$ cat src/rtl/gn3d_fade.sv
`timescale 1ns / 1ps
// ----------------------------------------------------------------------------
// gn3d_fade
// Pipelined quintic fade 6t^5-15t^4+10t^3, three register stages.
// ----------------------------------------------------------------------------
module gn3d_fade #(
    parameter int FRAC_BITS = 16
) (
    input  logic                 clk,
    input  logic                 en,
    input  logic [FRAC_BITS-1:0] frac,
    output logic [FRAC_BITS:0]   weight
);
    localparam int F  = FRAC_BITS;
    localparam int PW = 2 * F + 8;

    logic [F-1:0] f1_reg;
    logic [F-1:0] t2_reg;
    logic [F+3:0] bsub_reg;
    logic [F-1:0] t3_reg;
    logic [F+3:0] b_reg;
    logic [F:0]   w_reg;

    logic [PW-1:0] t2_full, t3_full, bq_full, w_full;
    logic [F+4:0]  lin;

    always_comb
    begin
        t2_full = PW'(frac) * PW'(frac);
        // 15*one - 6f, always positive
        lin     = (F+5)'(15) << F;
        lin     = lin - (F+5)'(6) * (F+5)'(frac);
        bq_full = PW'(lin) * PW'(frac);
        t3_full = PW'(t2_reg) * PW'(f1_reg);
        w_full  = PW'(t3_reg) * PW'(b_reg);
    end

    always_ff @(posedge clk)
    begin
        if (en)
        begin
            f1_reg   <= frac;
            t2_reg   <= F'(t2_full >> F);
            bsub_reg <= (F+4)'(bq_full >> F);
            t3_reg   <= F'(t3_full >> F);
            b_reg    <= ((F+4)'(10) << F) - bsub_reg;
            w_reg    <= (F+1)'(w_full >> F);
        end
    end

    assign weight = w_reg;
endmodule

$ cat config.mk
export PLATFORM = sky130hd
export DESIGN_NAME = gn3d_fade
export DESIGN_NICKNAME = d
export VERILOG_FILES = /design/src/rtl/gn3d_fade.sv
export SDC_FILE = /design/constraint.sdc
export NUM_CORES = 2
export LEC_CHECK = 0
export BUFFER_PORTS_ARGS = -buffer_cell sky130_fd_sc_hd__clkbuf_2
export CAP_MARGIN = 20
export CELL_PAD_IN_SITES_DETAIL_PLACEMENT = 1
export CELL_PAD_IN_SITES_GLOBAL_PLACEMENT = 1
export CORE_MARGIN = 2
export CORE_UTILIZATION = 52
export DETAILED_ROUTE_END_ITERATION = 6
export PLACE_DENSITY_LB_ADDON = 0.1
export SYNTH_ARGS = -nofsm -noshare
export SYNTH_HDL_FRONTEND = slang
export SYNTH_SLANG_ARGS = --single-unit
$ cat constraint.sdc
create_clock -name clk -period 10.85 [get_ports clk]
set_input_delay 1.6275 -clock clk [delete_from_list [all_inputs] [get_ports clk]]
set_output_delay 1.6275 -clock clk [all_outputs]
set_load 0.01 [all_outputs]
==> results.cfg <==
[worst_setup_path]
critical_path.top_delay_family = adder cells
timing.critical_path.slowest_stage_cell = fa_1
timing.reg2reg.setup_slack_ns = 3.63
critPathArrivalTime_ns = 10.39
worstSetupEndpointType = register
timing.critical_path.from = frac[4]
crit_buf_inv = 6
setup.worst_path.class = in2reg
setup.worst_path.start_class = input port
worstPathRequired_ns = 11.01
cp_max_fo = 7
critical_path.most_common_cell = fa_1
slowest_delay_ns = 0.53
crit-reg2reg-launch = t2_reg[9]

[routing]
via_count = 27033
drc = 0
drt_first_pass_iters = 5
wl_per_cell_um = 20.51
drtIter0Drc = 1112
drtAntennaViolNets = 0
via_density_per_instance = 5.380
routed_wirelength_mm = 103.1

[clock_network]
clkTransAtPathRegs_ns = 0.10
htree_levels = 3
clock_insertion_delay_worst_skew_ns = 0.40
cts_sinks = 105
cts_inserted_buffers = 9
cts_buffer_depth = 2
cts_setup_buffers = 0
clock_tree.root_cell = clkbuf_16
cts_tree = yes

[sta]
final_cycle_utilization_of_the_critical_path_pct = 94.28
hold-worst-slack_ns = 0.5268
tightestPinTransition_ns = 0.9562
clock.fmax_mhz = 97.76
finalWorstPathRequiredPeriod_ns = 10.23
max_slew_margin_pct = 35.58
drv_slew = 0
setup_viol = 0
final.setup.tns_ns = 0
clock_skew_ns = 0.01868
grt_setup_unrepaired = no
number_of_failing_hold_endpoints_at_the_final_stage = 0

[synthesis]
synth_sequential_area_ratio_pct = 8.262
yosysWarnings = 0
number_of_distinct_library_cells_after_synthesis = 82
synth_top_flop_cell = edfxtp_1
synthArstFlopShare_pct = 0
post_synth_inst_count = 4104
yosys_register_bits = 105
post_synth.cell_area_avg_um2 = 9.299
post_synth_instance_area_um2 = 38160
synth_enable_flop_cells = 105
synth_nets = 5379

[global_route]
gr-total-overflow = 0
global_route_wire_length_before_repair_mm = 169.4
globalRouteTotalUtil_pct = 28.98
grt_pass1_vias = 31507
maximum_number_of_pins_on_one_net_before_global_route_repair = 69
antenna_found_initial = 0

[layout]
register_area_um2 = 3153
multi_input_gate_area_um2 = 30520
design_area_um2 = 39720
fillCellCount = 8342
fin_nets = 5334
commonest_non_fill_non_tap_cells_in_the_layout = inv_1, fa_1, nand2_1, ha_1, and2_1
most_common_library_cell_in_the_layout_ignoring_fill_and_taps = inv_1
flow.area_growth_from_synthesis_pct = 4.082
drive_above_1_share_pct = 3.445

[placement]
buffer_ports.inserted = 34
globalplace.congestion = 0.8814
post_dp_cell_area_um2 = 39390
dpl.hpwl_mm = 85.16

[floorplanning]
floorplan.die.height_um = 274.9
standard_cell_core_area_um2 = 72830
design.die.area_um2 = 75570
initial_utilization_pct = 52.39
chipWidth_um = 274.9
ios = 35
core.rowCount = 99

[run_status]
outcome = completed

[worst_hold_path]
timing.hold.worst.class = reg2reg
hold_path_startpoint = bsub_reg[0]

[job]
cap_viol_max_count = 0
cells by family after synthesis:
| kind of cell | after synthesis | synth area share, % |
|---|---|---|
| XOR/XNOR | 127 | 2.974 |
| flip-flops | 105 | 8.262 |
| multiplexers | 3 | 0.08197 |
| buffers and inverters | 1189 | 11.79 |
| adder cells (fa/ha/maj) | 1257 | 57.74 |
| AO/OA/AOI/OAI | 250 | 4.439 |
| AND/OR/NAND/NOR | 1173 | 14.72 |
cell type report:
type / count / share of cell area, %
Clock buffer: 9 / 0.5670
Tap cell: 959 / 3.021
Sequential cell: 105 / 7.938
Inverter: 1037 / 9.800
Timing Repair Buffer: 96 / 1.600
Clock inverter: 7 / 0.2300
Multi-Input combinational cell: 2810 / 76.83
Antenna cell: 2 / 0.01260
repair_timing:
action | CTS | global route
setup endpoints to repair | 0 | 2
hold buffers | 0 | 0
gates resized for setup | 0 | 1
layer usage:
| metal | share of wire [%] | wire length [µm] | track usage, % |
|---|---|---|---|
| met5 | 0 | 0 | 0 |
| met4 | 2.2 | 2228 | 6.302 |
| met3 | 3.7 | 3862 | 2.575 |
| met2 | 51 | 52810 | 52.82 |
| met1 | 43 | 44190 | 37.57 |
worst register-to-register path, delay by kind of cell, from the launching register on:
kind,cells,cell delay (ns)
flops,1,0.95
fa+ha+maj,7,3.43
xor+xnor,1,0.08
buf+inv,5,0.32
compound gates,6,2.01
simple gates,1,0.21
per-stage QoR:
stage | std cells | setup slack, ns | util (%)
2_1_floorplan | 4104 | 1.136 | -
3_3_place_gp | 5006 | 0.2508 | 54.08
3_5_place_dp | 5006 | 0.08941 | 54.08
4_1_cts | 5022 | 0.5253 | 54.51
5_1_grt | 5023 | 0.05470 | 54.53
6_report | 5025 | 0.6211 | 54.53
synth_stat cells (4+ instances only):
cell type / n / area share (%)
nand3_1: 30 / 0.39
edfxtp_1: 105 / 8.3
a41oi_1: 4 / 0.092
buf_2: 4 / 0.052
nand2b_1: 15 / 0.25
nand4_1: 13 / 0.21
o21ai_1: 4 / 0.052
a211oi_1: 11 / 0.22
o21ai_0: 41 / 0.54
nand2_1: 601 / 5.9
ha_1: 417 / 14
nor4_1: 8 / 0.13
xnor2_1: 82 / 1.9
nor2b_1: 16 / 0.26
o21a_1: 16 / 0.31
xor2_1: 42 / 0.96
o211ai_1: 8 / 0.16
a21o_1: 26 / 0.51
and3_1: 18 / 0.30
inv_1: 1035 / 10
a211o_1: 7 / 0.16
o211a_1: 4 / 0.10
or2_1: 4 / 0.066
and2_1: 335 / 5.5
a31o_2: 5 / 0.11
clkbuf_1: 140 / 1.4
or2_2: 5 / 0.082
fa_1: 840 / 44
a31oi_1: 11 / 0.18
nor3_1: 21 / 0.28
a21oi_1: 66 / 0.87
nor2_1: 85 / 0.84
o21bai_1: 8 / 0.16
path summary, 6_finish.rpt:
kind                                      to  depth (start not counted)
worst min-delay path                b_reg[0]                          0
worst max-delay path            bsub_reg[19]                         31
worst min register to register      b_reg[0]                          0
worst max register to register    t3_reg[13]                         20
Power is not shown: default switching activity piles up to over one toggle a cycle in this logic, so the estimate is an artifact.
